--- src/p25tsbk_pkg.sv ---
`default_nettype none

package p25tsbk_pkg;

  localparam int DIBITS_PER_WORD_DEF = 32;
  localparam int OUT_WORD_BITS = 64;
  localparam int COUNT_BITS = 6;
  localparam int NAC_BITS = 12;

  localparam int FRAME_DIBITS = 180;
  localparam int FRAME_BITS = 2 * FRAME_DIBITS;
  localparam int RAW_DIBITS = 154;
  localparam int SYNC_DIBITS = 24;
  localparam int NID_DIBITS = 32;
  localparam int DATA_START = SYNC_DIBITS + NID_DIBITS;
  localparam int STATUS_PERIOD = 35;

  localparam int MSG_BITS = 80;
  localparam int BLOCK_BITS = 96;
  localparam int BLOCK_DIBITS = 48;
  localparam int ENC_PAIRS = 49;
  localparam int INTERLEAVE_GROUPS = 4;
  localparam int INTERLEAVE_ROWS = 13;

  localparam int FIFO_DEPTH = 2;

  localparam logic [47:0] FRAME_SYNC = 48'h5575F5FF77FF;
  localparam logic [3:0] DUID_TSBK = 4'h7;
  localparam logic [1:0] STATUS_DIBIT = 2'h2;
  localparam logic [15:0] CRC_POLY = 16'h1021;
  localparam logic [15:0] CRC_INVERT = 16'hFFFF;

  typedef logic [63:0] nid_rows_t [16];
  localparam nid_rows_t NID_ROWS = '{
    64'h8000cd930bdd3b2a, 64'h4000ab5a8e33a6be,
    64'h2000983e4cc4e874, 64'h10004c1f2662743a,
    64'h0800eb9c98ec0136, 64'h0400b85d47ab3bb0,
    64'h02005c2ea3d59dd8, 64'h01002e1751eaceec,
    64'h0080170ba8f56776, 64'h0040c616dfa78890,
    64'h0020630b6fd3c448, 64'h00103185b7e9e224,
    64'h000818c2dbf4f112, 64'h0004c1f2662743a2,
    64'h0002ad6a38ce9afb, 64'h00019b2617ba7657
  };

  // entry is {first output dibit, second output dibit}, indexed [state][input]
  typedef logic [3:0] trellis_t [4][4];
  localparam trellis_t TRELLIS = '{
    '{4'h2, 4'hC, 4'h1, 4'hF},
    '{4'hE, 4'h0, 4'hD, 4'h3},
    '{4'h9, 4'h7, 4'hA, 4'h4},
    '{4'h5, 4'hB, 4'h6, 4'h8}
  };

  typedef struct packed {
    logic [15:0] header;
    logic [63:0] arguments;
    logic [15:0] crc;
  } block_t;

  typedef logic [FRAME_BITS-1:0] frame_t;
  typedef logic [MSG_BITS-1:0][15:0] crc_cols_t;

  // crc contribution of each message bit, first bit at index 0
  function automatic crc_cols_t crc_columns();
    crc_cols_t cols;
    logic [15:0] c;
    for (int i = 0; i < MSG_BITS; i++) begin
      c = CRC_POLY;
      for (int s = 0; s < MSG_BITS - 1 - i; s++) begin
        c = c[15] ? ((c << 1) ^ CRC_POLY) : (c << 1);
      end
      cols[i] = c;
    end
    return cols;
  endfunction

  localparam crc_cols_t CRC_COLS = crc_columns();

  function automatic logic [15:0] crc_of(input logic [MSG_BITS-1:0] msg);
    logic [15:0] crc;
    crc = '0;
    for (int i = 0; i < MSG_BITS; i++) begin
      if (msg[MSG_BITS-1-i]) begin
        crc = crc ^ CRC_COLS[i];
      end
    end
    return crc ^ CRC_INVERT;
  endfunction

  function automatic logic [63:0] nid_of(input logic [NAC_BITS-1:0] nac);
    logic [15:0] d;
    logic [63:0] nid;
    d = {nac, DUID_TSBK};
    nid = '0;
    for (int i = 0; i < 16; i++) begin
      if (d[15-i]) begin
        nid = nid ^ NID_ROWS[i];
      end
    end
    return nid;
  endfunction

  function automatic frame_t build_frame(input block_t blk, input logic [63:0] nid);
    logic [BLOCK_BITS+1:0] bits;
    logic [1:0] raw [RAW_DIBITS];
    logic [3:0] enc [ENC_PAIRS];
    logic [1:0] prev;
    logic [1:0] d;
    frame_t fr;
    int p;
    int m;
    int f;
    int c;
    // block dibits plus the flush dibit
    bits = {blk, 2'b00};
    prev = 2'd0;
    for (int k = 0; k < ENC_PAIRS; k++) begin
      d = bits[BLOCK_BITS+1-2*k -: 2];
      enc[k] = TRELLIS[prev][d];
      prev = d;
    end
    for (int k = 0; k < SYNC_DIBITS; k++) begin
      raw[k] = FRAME_SYNC[47-2*k -: 2];
    end
    for (int k = 0; k < NID_DIBITS; k++) begin
      raw[SYNC_DIBITS+k] = nid[63-2*k -: 2];
    end
    // interleave: every fourth coded pair, offsets 0, 1, 2, 3
    p = DATA_START;
    for (int g = 0; g < INTERLEAVE_GROUPS; g++) begin
      for (int r = 0; r < INTERLEAVE_ROWS; r++) begin
        m = INTERLEAVE_GROUPS * r + g;
        if (m < ENC_PAIRS) begin
          raw[p] = enc[m][3:2];
          raw[p+1] = enc[m][1:0];
          p = p + 2;
        end
      end
    end
    // status after every 35 dibits, zero pad, closing status
    fr = '0;
    f = 0;
    c = 0;
    for (int k = 0; k < RAW_DIBITS; k++) begin
      fr[FRAME_BITS-1-2*f -: 2] = raw[k];
      f = f + 1;
      c = c + 1;
      if (c == STATUS_PERIOD) begin
        fr[FRAME_BITS-1-2*f -: 2] = STATUS_DIBIT;
        f = f + 1;
        c = 0;
      end
    end
    fr[1:0] = STATUS_DIBIT;
    return fr;
  endfunction

endpackage

`default_nettype wire

--- src/p25tsbk_if.sv ---
`default_nettype none

interface p25tsbk_in_if;
  logic        valid;
  logic        ready;
  logic        last_tsbk;
  logic [6:0]  opcode;
  logic [7:0]  manufacturer_id;
  logic [63:0] arguments;

  modport source (output valid, last_tsbk, opcode, manufacturer_id, arguments, input ready);
  modport sink (input valid, last_tsbk, opcode, manufacturer_id, arguments, output ready);
endinterface


`default_nettype wire

--- src/p25tsbk_front.sv ---
`default_nettype none

module p25tsbk_front (
  p25tsbk_in_if.sink           tsbk,
  output logic                 push_valid,
  input  logic                 push_ready,
  output p25tsbk_pkg::block_t  push_data
);

  logic [15:0] header;

  assign header = {tsbk.last_tsbk, tsbk.opcode, tsbk.manufacturer_id};

  assign push_data.header    = header;
  assign push_data.arguments = tsbk.arguments;
  assign push_data.crc       = p25tsbk_pkg::crc_of({header, tsbk.arguments});

  assign push_valid = tsbk.valid;
  assign tsbk.ready = push_ready;

endmodule

`default_nettype wire

--- src/flat_wrapper.sv ---
// flat-port wrapper written by rule: the top's interface ports become plain ports
module p25tsbk_front_flat 
  (push_valid, push_ready, push_data, tsbk_valid, tsbk_last_tsbk, tsbk_opcode, tsbk_manufacturer_id, tsbk_arguments, tsbk_ready);
  p25tsbk_in_if tsbk_i ();
  output logic push_valid;
  input  logic push_ready;
  output p25tsbk_pkg::block_t push_data;
  input wire logic [$bits(tsbk_i.valid)-1:0] tsbk_valid;
  input wire logic [$bits(tsbk_i.last_tsbk)-1:0] tsbk_last_tsbk;
  input wire logic [$bits(tsbk_i.opcode)-1:0] tsbk_opcode;
  input wire logic [$bits(tsbk_i.manufacturer_id)-1:0] tsbk_manufacturer_id;
  input wire logic [$bits(tsbk_i.arguments)-1:0] tsbk_arguments;
  output wire logic [$bits(tsbk_i.ready)-1:0] tsbk_ready;
  assign tsbk_i.valid = tsbk_valid;
  assign tsbk_i.last_tsbk = tsbk_last_tsbk;
  assign tsbk_i.opcode = tsbk_opcode;
  assign tsbk_i.manufacturer_id = tsbk_manufacturer_id;
  assign tsbk_i.arguments = tsbk_arguments;
  assign tsbk_ready = tsbk_i.ready;
  p25tsbk_front u_core (.tsbk(tsbk_i), .push_valid(push_valid), .push_ready(push_ready), .push_data(push_data));
endmodule
--- config.mk ---
export PLATFORM = sky130hd
export DESIGN_NAME = p25tsbk_front_flat
export DESIGN_NICKNAME = d
export VERILOG_FILES = /design/src/p25tsbk_pkg.sv /design/src/p25tsbk_if.sv /design/src/p25tsbk_front.sv /design/src/flat_wrapper.sv
export SDC_FILE = /design/constraint.sdc
export NUM_CORES = 1
export LEC_CHECK = 0
export ABC_AREA = 1
export CORE_MARGIN = 5
export CORE_UTILIZATION = 55
export DETAILED_ROUTE_END_ITERATION = 16
export DONT_BUFFER_PORTS = 1
export PLACE_DENSITY = 0.7
export SLEW_MARGIN = 10
export SYNTH_ARGS = -nofsm -noshare
export SYNTH_HDL_FRONTEND = slang
export SYNTH_SLANG_ARGS = --single-unit
--- constraint.sdc ---
create_clock -name vclk -period 1.4
set_input_delay 0.07 -clock vclk [all_inputs]
set_output_delay 0.07 -clock vclk [all_outputs]
set_load 0.01 [all_outputs]
==> qor.csv <==
stage,metric,value,unit
run_status,status,"finished, violations left",
run_status,failing checks,setup timing,
global_route,GRT Overall Usage,28.5,%
floorplan,die area,15200,µm²
routing,via count,6697,
synthesis,post-synth cell types,23,
final_layout,n_diodes,0,
placement,DP HPWL,18400,µm
floorplan,Initial Utilization,56.0,%
global_route,via count of the first global-routing pass,5833,
final_layout,Non-Filler Instances,1316,
global_route,initial antenna violation count,0,
worst_setup_path,CP startpoint kind,input port,
worst_setup_path,Critical Path AT,1340,ps
hold_path,min-delay worst type,in2out,
worst_setup_path,critical path type,in2out,
final_layout,fin nets,1228,
final_layout,FF+latch count,0,
power_and_ir_drop,peak supply drop,0.459,mV
timing,relative slew slack,66.7,%
synthesis,Synth Warn #,0,
final_layout,Storage cell area,0,µm²
routing,First-pass DRT Iterations,5,
routing,WL/cell,17.1,µm
final_layout,Synth-to-Final Area Change,2.17,%
run,Max Cap Viol,0,
power_and_ir_drop,Design Power,5.26,mW
final_layout,layout cells sized above 1,16.5,%
synthesis,"Seq/Total Area, Yosys",0,%
floorplan,Core Box Area,12600,µm²
routing,post-DR vias/cell,5.09,
timing,RSZ-0062 raised after global routing,true,
timing,final worst-path cycle share,101,%
timing,# setup viols final,1,
routing,DRC viols,0,
routing,wire length after detailed routing,22500,µm
timing,max frequency,0.709,GHz
timing,Final Hold Vio Count,0,
floorplan,Ports,180,
power_and_ir_drop,P_leak,4.06,nW
synthesis,"Avg Cell Area, Syn",5.63,µm²
timing,Fin Setup TNS,-11.2,ps
timing,PnR worst setup slack,-11.2,ps
synthesis,Cells after Synth,1249,
routing,initial detailed-routing violation count,506,
worst_setup_path,required time of the critical path,1330,ps
global_route,total congestion overflow,0,
synthesis,Synth Net Count,1331,
floorplan,die outline width,123,µm
final_layout,CLK BUF,0,
worst_setup_path,worst-path fanout max,6,
worst_setup_path,kind of end point of the critical path,primary output,
floorplan,# rows,41,
global_route,first-pass GRT wire length,32700,µm
global_route,largest net degree at the start of global routing,12,
placement,IO buf count,0,
floorplan,die height,123,µm
placement,placed insts,1313,
placement,RePlAce Congestion,0.996,
power_and_ir_drop,Pwr Density,731,nW/µm²
timing,max-slew violations,0,
routing,antenna-violating nets left,0,
timing,worst slew pin tran,496,ps
synthesis,synthesized area,7040,µm²
timing,Final min period,1410,ps
## cell families after synthesis
logic type	count (synthesis)	synth area share [%]
AND/OR/NAND/NOR	623	36.9
buffers and inverters	323	23.7
XOR/XNOR	302	39.2
AO/OA/AOI/OAI	1	0.107
## final cells by class
cell class                 count  area [µm²]
multi-input combinational    926        5960
fill                        1320        5380
inverter                     174         671
timing repair buffer          44         349
tap                          172         215
## worst paths after layout
check	startpoint	to	slack, ps	depth (start not counted)
max	tsbk_manufacturer_id[0]	push_data[13]	-10	13
min	tsbk_valid	push_valid	140	0
## repair_timing
item / CTS / global route
endpoints found under the hold margin: 0 / 0
hold buffers: 0 / 0
setup endpoints to repair: 5 / 16
setup buffers: 0 / 4
resized for setup: 9 / 131
gates cloned: 0 / 0
pin swaps: 0 / 62
## per-stage QoR
step / util (%) / area, µm² / setup slack, ps / hold slack, ps
detailed placement: 52.1 / 6550 / -147 / 140
global placement: 52.1 / 6550 / -146 / 140
global route: 57.2 / 7190 / -142 / 140
CTS: 52.5 / 6600 / 2.72 / 140
finish: 57.2 / 7190 / -11.2 / 140
floorplan: - / 7040 / 53.2 / 232
## cell usage in the layout, fill, tap and decap left out, types with 9 or more instances in the layout
cell,instances
buf_4,39
inv_1,160
inv_2,9
nand2_1,413
nand2_2,58
nand3_1,76
nand3b_1,21
nor2_1,11
xnor2_1,141
xnor2_2,27
xor2_1,113
xor2_2,12
## worst max-delay path, cell delays in order
cell	delay [ps]
clkinvlp_4	90
nand2_2	80
nand2_2	60
nand2_2	80
nand2_4	60
xnor2_4	270
buf_6	160
xor2_4	170
inv_1	50
nand2_1	50
nand2_1	50
nand2_1	70
nand2_2	70
## synth_stat cells
cell / number / area share [%]
xnor2_4: 1 / 0.39
xor2_2: 4 / 0.92
nand2_1: 474 / 25
xnor2_2: 9 / 2.1
nand3_1: 84 / 6.0
clkbuf_1: 1 / 0.053
buf_6: 5 / 0.80
nand3b_1: 21 / 2.2
xor2_1: 125 / 16
nand4_1: 8 / 0.71
buf_2: 45 / 3.2
inv_2: 2 / 0.11
nand2_2: 2 / 0.18
buf_4: 96 / 10
nand2_4: 1 / 0.16
clkbuf_2: 2 / 0.14
nand2b_1: 4 / 0.36
a21o_1: 1 / 0.11
xnor2_1: 163 / 20
or2_1: 7 / 0.62
nor2_1: 15 / 0.80
or2_2: 7 / 0.62
inv_1: 172 / 9.2
## report_power, final
part           total, mW  switching (mW)  internal, mW
Sequential             0               0             0
Combinational       5.26            3.06          2.20
Clock                  0               0             0
## layer usage
metal,track usage (%),wire length [µm]
met5,0,0
met4,6.44,904
met3,6.82,2540
met2,49.3,10300
met1,35.9,8670
No activity file was read; power rests on OpenSTA's default activity.
