==> src/p25tsbk_pkg.sv <==
`default_nettype none

package p25tsbk_pkg;

  localparam int DIBITS_PER_WORD_DEF = 32;
  localparam int OUT_WORD_BITS = 64;
  localparam int COUNT_BITS = 6;
  localparam int NAC_BITS = 12;

  localparam int FRAME_DIBITS = 180;
  localparam int FRAME_BITS = 2 * FRAME_DIBITS;
  localparam int RAW_DIBITS = 154;
  localparam int SYNC_DIBITS = 24;
  localparam int NID_DIBITS = 32;
  localparam int DATA_START = SYNC_DIBITS + NID_DIBITS;
  localparam int STATUS_PERIOD = 35;

  localparam int MSG_BITS = 80;
  localparam int BLOCK_BITS = 96;
  localparam int BLOCK_DIBITS = 48;
  localparam int ENC_PAIRS = 49;
  localparam int INTERLEAVE_GROUPS = 4;
  localparam int INTERLEAVE_ROWS = 13;

  localparam int FIFO_DEPTH = 2;

  localparam logic [47:0] FRAME_SYNC = 48'h5575F5FF77FF;
  localparam logic [3:0] DUID_TSBK = 4'h7;
  localparam logic [1:0] STATUS_DIBIT = 2'h2;
  localparam logic [15:0] CRC_POLY = 16'h1021;
  localparam logic [15:0] CRC_INVERT = 16'hFFFF;

  typedef logic [63:0] nid_rows_t [16];
  localparam nid_rows_t NID_ROWS = '{
    64'h8000cd930bdd3b2a, 64'h4000ab5a8e33a6be,
    64'h2000983e4cc4e874, 64'h10004c1f2662743a,
    64'h0800eb9c98ec0136, 64'h0400b85d47ab3bb0,
    64'h02005c2ea3d59dd8, 64'h01002e1751eaceec,
    64'h0080170ba8f56776, 64'h0040c616dfa78890,
    64'h0020630b6fd3c448, 64'h00103185b7e9e224,
    64'h000818c2dbf4f112, 64'h0004c1f2662743a2,
    64'h0002ad6a38ce9afb, 64'h00019b2617ba7657
  };

  // entry is {first output dibit, second output dibit}, indexed [state][input]
  typedef logic [3:0] trellis_t [4][4];
  localparam trellis_t TRELLIS = '{
    '{4'h2, 4'hC, 4'h1, 4'hF},
    '{4'hE, 4'h0, 4'hD, 4'h3},
    '{4'h9, 4'h7, 4'hA, 4'h4},
    '{4'h5, 4'hB, 4'h6, 4'h8}
  };

  typedef struct packed {
    logic [15:0] header;
    logic [63:0] arguments;
    logic [15:0] crc;
  } block_t;

  typedef logic [FRAME_BITS-1:0] frame_t;
  typedef logic [MSG_BITS-1:0][15:0] crc_cols_t;

  // crc contribution of each message bit, first bit at index 0
  function automatic crc_cols_t crc_columns();
    crc_cols_t cols;
    logic [15:0] c;
    for (int i = 0; i < MSG_BITS; i++) begin
      c = CRC_POLY;
      for (int s = 0; s < MSG_BITS - 1 - i; s++) begin
        c = c[15] ? ((c << 1) ^ CRC_POLY) : (c << 1);
      end
      cols[i] = c;
    end
    return cols;
  endfunction

  localparam crc_cols_t CRC_COLS = crc_columns();

  function automatic logic [15:0] crc_of(input logic [MSG_BITS-1:0] msg);
    logic [15:0] crc;
    crc = '0;
    for (int i = 0; i < MSG_BITS; i++) begin
      if (msg[MSG_BITS-1-i]) begin
        crc = crc ^ CRC_COLS[i];
      end
    end
    return crc ^ CRC_INVERT;
  endfunction

  function automatic logic [63:0] nid_of(input logic [NAC_BITS-1:0] nac);
    logic [15:0] d;
    logic [63:0] nid;
    d = {nac, DUID_TSBK};
    nid = '0;
    for (int i = 0; i < 16; i++) begin
      if (d[15-i]) begin
        nid = nid ^ NID_ROWS[i];
      end
    end
    return nid;
  endfunction

  function automatic frame_t build_frame(input block_t blk, input logic [63:0] nid);
    logic [BLOCK_BITS+1:0] bits;
    logic [1:0] raw [RAW_DIBITS];
    logic [3:0] enc [ENC_PAIRS];
    logic [1:0] prev;
    logic [1:0] d;
    frame_t fr;
    int p;
    int m;
    int f;
    int c;
    // block dibits plus the flush dibit
    bits = {blk, 2'b00};
    prev = 2'd0;
    for (int k = 0; k < ENC_PAIRS; k++) begin
      d = bits[BLOCK_BITS+1-2*k -: 2];
      enc[k] = TRELLIS[prev][d];
      prev = d;
    end
    for (int k = 0; k < SYNC_DIBITS; k++) begin
      raw[k] = FRAME_SYNC[47-2*k -: 2];
    end
    for (int k = 0; k < NID_DIBITS; k++) begin
      raw[SYNC_DIBITS+k] = nid[63-2*k -: 2];
    end
    // interleave: every fourth coded pair, offsets 0, 1, 2, 3
    p = DATA_START;
    for (int g = 0; g < INTERLEAVE_GROUPS; g++) begin
      for (int r = 0; r < INTERLEAVE_ROWS; r++) begin
        m = INTERLEAVE_GROUPS * r + g;
        if (m < ENC_PAIRS) begin
          raw[p] = enc[m][3:2];
          raw[p+1] = enc[m][1:0];
          p = p + 2;
        end
      end
    end
    // status after every 35 dibits, zero pad, closing status
    fr = '0;
    f = 0;
    c = 0;
    for (int k = 0; k < RAW_DIBITS; k++) begin
      fr[FRAME_BITS-1-2*f -: 2] = raw[k];
      f = f + 1;
      c = c + 1;
      if (c == STATUS_PERIOD) begin
        fr[FRAME_BITS-1-2*f -: 2] = STATUS_DIBIT;
        f = f + 1;
        c = 0;
      end
    end
    fr[1:0] = STATUS_DIBIT;
    return fr;
  endfunction

endpackage

`default_nettype wire

==> src/p25tsbk_fifo.sv <==
`default_nettype none

module p25tsbk_fifo (
  input  logic                 clk,
  input  logic                 rst,
  input  logic                 push_valid,
  output logic                 push_ready,
  input  p25tsbk_pkg::block_t  push_data,
  output logic                 pop_valid,
  input  logic                 pop_ready,
  output p25tsbk_pkg::block_t  pop_data
);

  localparam int DEPTH = p25tsbk_pkg::FIFO_DEPTH;
  localparam int PTR_W = $clog2(DEPTH);
  localparam int CNT_W = $clog2(DEPTH + 1);

  p25tsbk_pkg::block_t entries [DEPTH];
  logic [PTR_W-1:0] wr_ptr;
  logic [PTR_W-1:0] rd_ptr;
  logic [CNT_W-1:0] count;
  logic push;
  logic pop;

  assign push_ready = count != CNT_W'(DEPTH);
  assign pop_valid  = count != '0;
  assign push       = push_valid && push_ready;
  assign pop        = pop_valid && pop_ready;
  assign pop_data   = entries[rd_ptr];

  always_ff @(posedge clk) begin
    if (push) begin
      entries[wr_ptr] <= push_data;
    end
  end

  always_ff @(posedge clk) begin
    if (rst) begin
      wr_ptr <= '0;
      rd_ptr <= '0;
      count  <= '0;
    end else begin
      if (push) begin
        wr_ptr <= wr_ptr + 1'b1;
      end
      if (pop) begin
        rd_ptr <= rd_ptr + 1'b1;
      end
      if (push && !pop) begin
        count <= count + 1'b1;
      end else if (pop && !push) begin
        count <= count - 1'b1;
      end
    end
  end

endmodule

`default_nettype wire

==> config.mk <==
export PLATFORM = sky130hd
export DESIGN_NAME = p25tsbk_fifo
export DESIGN_NICKNAME = d
export VERILOG_FILES = /design/src/p25tsbk_pkg.sv /design/src/p25tsbk_fifo.sv
export SDC_FILE = /design/constraint.sdc
export NUM_CORES = 1
export LEC_CHECK = 0
export ABC_AREA = 1
export BUFFER_PORTS_ARGS = -buffer_cell sky130_fd_sc_hd__buf_2
export CAP_MARGIN = 0
export CORE_ASPECT_RATIO = 0.6
export CORE_UTILIZATION = 58
export CTS_BUF_LIST = sky130_fd_sc_hd__clkbuf_4
export DETAILED_ROUTE_END_ITERATION = 16
export GPL_TIMING_DRIVEN = 0
export PLACE_DENSITY = 0.89
export SYNTH_ARGS = -nofsm -noshare
export SYNTH_HDL_FRONTEND = slang
export SYNTH_SLANG_ARGS = --single-unit
export TNS_END_PERCENT = 50
==> constraint.sdc <==
create_clock -name clk -period 8.5 [get_ports clk]
set_clock_uncertainty 0.2 [all_clocks]
set_input_delay 0.85 -clock clk [delete_from_list [all_inputs] [get_ports clk]]
set_output_delay 0.85 -clock clk [all_outputs]
set_load 0.005 [all_outputs]
==> results.md <==
- Status: completed
- Pin count of the biggest net entering global routing: 35
- DIE AREA: 0.0132 sq mm
- Ys Warns: 0
- Final cell count without fillers: ~730
- PwrDens: between 200 and 300 mW/mm^2
- Total number of vias: about 3.8k
- # IOs: between 150 and 200
- Placed cells: 702
- Min Tclk post-route: between 2 and 3 ns
- Antenna violations before repair: 1
- Total global-route track usage: 20.8%
- Post-CTS setup buffer count: 0
- Clock Sinks: slightly below 200
- H-Tree Depth: 4
- Seq pwr share: between 50% and 60%
- Worst slack, placed: between 5 and 6 ns
- First-pass GRT wire length: between 15000 and 20000 um
- Final hold vios: 0
- Unrepaired setup endpoints after global routing: no
- Max_cap viols: 0
- FF-to-FF path depth: 5
- Sw frac: around 28%
- Slew Limit Fails: 0
- Worst slew pin tran: roughly 0.96 ns
- Cell variety after synth: 16
- CTS root buf: clkbuf_4
- Residual DRC count: 0
- Post-cts hold buffer count: 0
- Antenna-violating nets left: 0
- Post-Syn Instances: ~340
- DRT Pass-1 Iters: 4
- CTS tree: done
- Die Wd: about 150 um
- Nets: ~660
- Die height: 89.3 um
- Syn_nets: between 400 and 500
- Crit path arrival time: about 1.8 ns
- Setup Viol. Count Final: 0
- Core area: 0.0122 sq mm
- Switch Pwr: 0.000645 W
- Endpoint type of the worst setup path: primary output
- WL per Instance: around 18 um
- Initial Util: roughly 60%
- Lkg Pwr: approximately 3.4 nW
- Fin util: 72.9%
- CP required: around 7.5 ns
- Setup TNS: 0 ns
- Area of the multi-input gates: 0.00136 sq mm
- Max Fclk: around 0.35 GHz
- Synthesized cell area: approximately 0.0074 sq mm
- Reg-to-reg slack, setup: around 6.2 ns
- HPWL after detailed placement: between 9000 and 10000 um
- Period Utilization, post-route: between 30 and 40%
- Hold WC Path Type: in2reg
- Max Root-Sink Buffers: 2
- Average size of a mapped cell: 21.9 sq um
- Peak supply drop: between 0.00015 and 0.0002 V
- Slew headroom: 35.9%
- Setup ws final: 5.67 ns
- CP Launch Type: register
- Routability congestion estimate from global placement: around 0.78
- GRT overflow: 0
- Internal: 0.00167 W
- Worst r2r dst: entries[0][31]
- Final Power: around 0.0023 W
- Vias per cell: 5.19
- Synth Register Bits: about 200
- Clock transition at path regs: roughly 0.17 ns
- Clock power frac: between 10% and 20%
- Final wirelength: 13400 um
- Seq. cell area: a little under 0.006 sq mm
- Filler instances: about 740
- Gate power share: about a quarter
- WHS Endpoint: entries[0][6]
- Worst Min Path Start: push_data[6]
- Number of global-route vias before repair: ~3.8k
- Worst Path Class, Setup: reg2out
- Share of post-route cells with drive strength above 1: between 60% and 70%
- Worst skew pair latency: between 0.5 and 0.6 ns
- Register area share after synthesis: 79.6%
- WHS Path Cells: 1
- Row count: 31
- Critical R2R Launch: count[0]
- Drt first-iter violations: between 150 and 200
- Crit-path max FO: 10
- Post-cts resize count: 0
- Clock buffer count from CTS: 17
- Synthesis-to-layout area growth: 20.9%
- IO Port Bufs: 197
how the worst max path moves through the flow:
stage	depth (start not counted)	to	slack [ns]	startpoint
3_3_place_gp	3	entries[0][52]	0.92	push_valid
4_1_cts	4	pop_data[92]	5.59	register
5_1_grt	4	pop_data[93]	5.54	register
2_1_floorplan	2	entries[0][0]	2.81	push_valid
6_report	4	pop_data[92]	5.67	register
3_5_place_dp	4	entries[0][47]	5.77	push_valid
registers in the layout, indices dropped and copies added (netlist names), named ones only:
signal	cells
entries	192
count	2
rd_ptr	1
wr_ptr	1
final cells by class:
| type | instances | area share (%) |
|---|---|---|
| Sequential cell | 197 | 65.8 |
| Multi-Input combinational cell | 120 | 15.2 |
| Timing Repair Buffer | 201 | 12.0 |
| Tap cell | 165 | 2.32 |
| Clock buffer | 18 | 1.52 |
| Buffer | 11 | 1.47 |
| Clock inverter | 13 | 1.32 |
| Inverter | 8 | 0.337 |
| Antenna cell | 1 | 0.0281 |
power by group through the flow:
stage / Combinational, W / Clock, W / Sequential [W]
final: 0.000618 / 0.000442 / 0.00126
after global routing: 0.000669 / 0.000484 / 0.00127
after CTS: 0.000626 / 0.000452 / 0.00126
after detailed placement: 0.000623 / 0 / 0.00128
after global placement: 0.000581 / 0 / 0.00131
after floorplan: 0.000373 / 0 / 0.00129
Yosys cell counts, drive strengths merged:
cell    instances  share of area (%)
o21ai           2               0.14
nand4           1              0.085
ha              1               0.17
nor2            7               0.36
edfxtp        192                 78
nand3           2               0.14
buf            11                1.8
inv             8               0.41
dfxtp           5                1.4
a21oi           2               0.14
nand2           9               0.46
mux2           96                 17
layout by cell type (no fill, tap or decap):
cell type,synthesis,final
a21oi_1,2,2
buf_12,4,8
buf_2,5,202
buf_6,1,1
buf_8,1,1
clkbuf_4,0,18
clkinv_2,0,1
clkinv_4,0,5
clkinvlp_4,0,2
dfxtp_1,5,5
diode_2,0,1
edfxtp_1,192,192
ha_1,1,1
inv_1,8,8
inv_6,0,1
inv_8,0,4
mux2_2,56,56
mux2_4,40,40
nand2_1,9,9
nand3_1,2,2
nand4_1,1,1
nor2_1,7,5
nor2_4,0,2
o21ai_0,2,2
metal layers:
metal,GRT usage (%),share of wire [%],up-vias
li1,-,-,1761
met4,7.50,1.3,2
met5,0,0.12,-
met1,24.6,40,1863
met3,7.81,8.7,17
met2,35.6,50,168
through the flow:
| stage | area (sq um) | hold slack [ns] |
|---|---|---|
| CTS | 8910 | 0.220 |
| finish | 8910 | 0.273 |
| global route | 8910 | 0.207 |
| detailed placement | 8650 | 0.293 |
| floorplan | 7370 | 0.265 |
| global placement | 8560 | 0.280 |
logic make-up after synthesis:
logic type | count (synthesis) | synth area share (%)
adder cells (fa/ha/maj) | 1 | 0.170
buffers and inverters | 19 | 2.19
multiplexers | 96 | 16.7
flip-flops | 197 | 79.6
AO/OA/AOI/OAI | 4 | 0.272
AND/OR/NAND/NOR | 19 | 1.04
worst max-delay path: stages, from the launching register on:
cell,delay (ns)
dfxtp_1,0.35
buf_6,0.12
buf_2,0.27
mux2_2,0.38
buf_2,0.13
No activity file was read; power rests on OpenSTA's default activity.
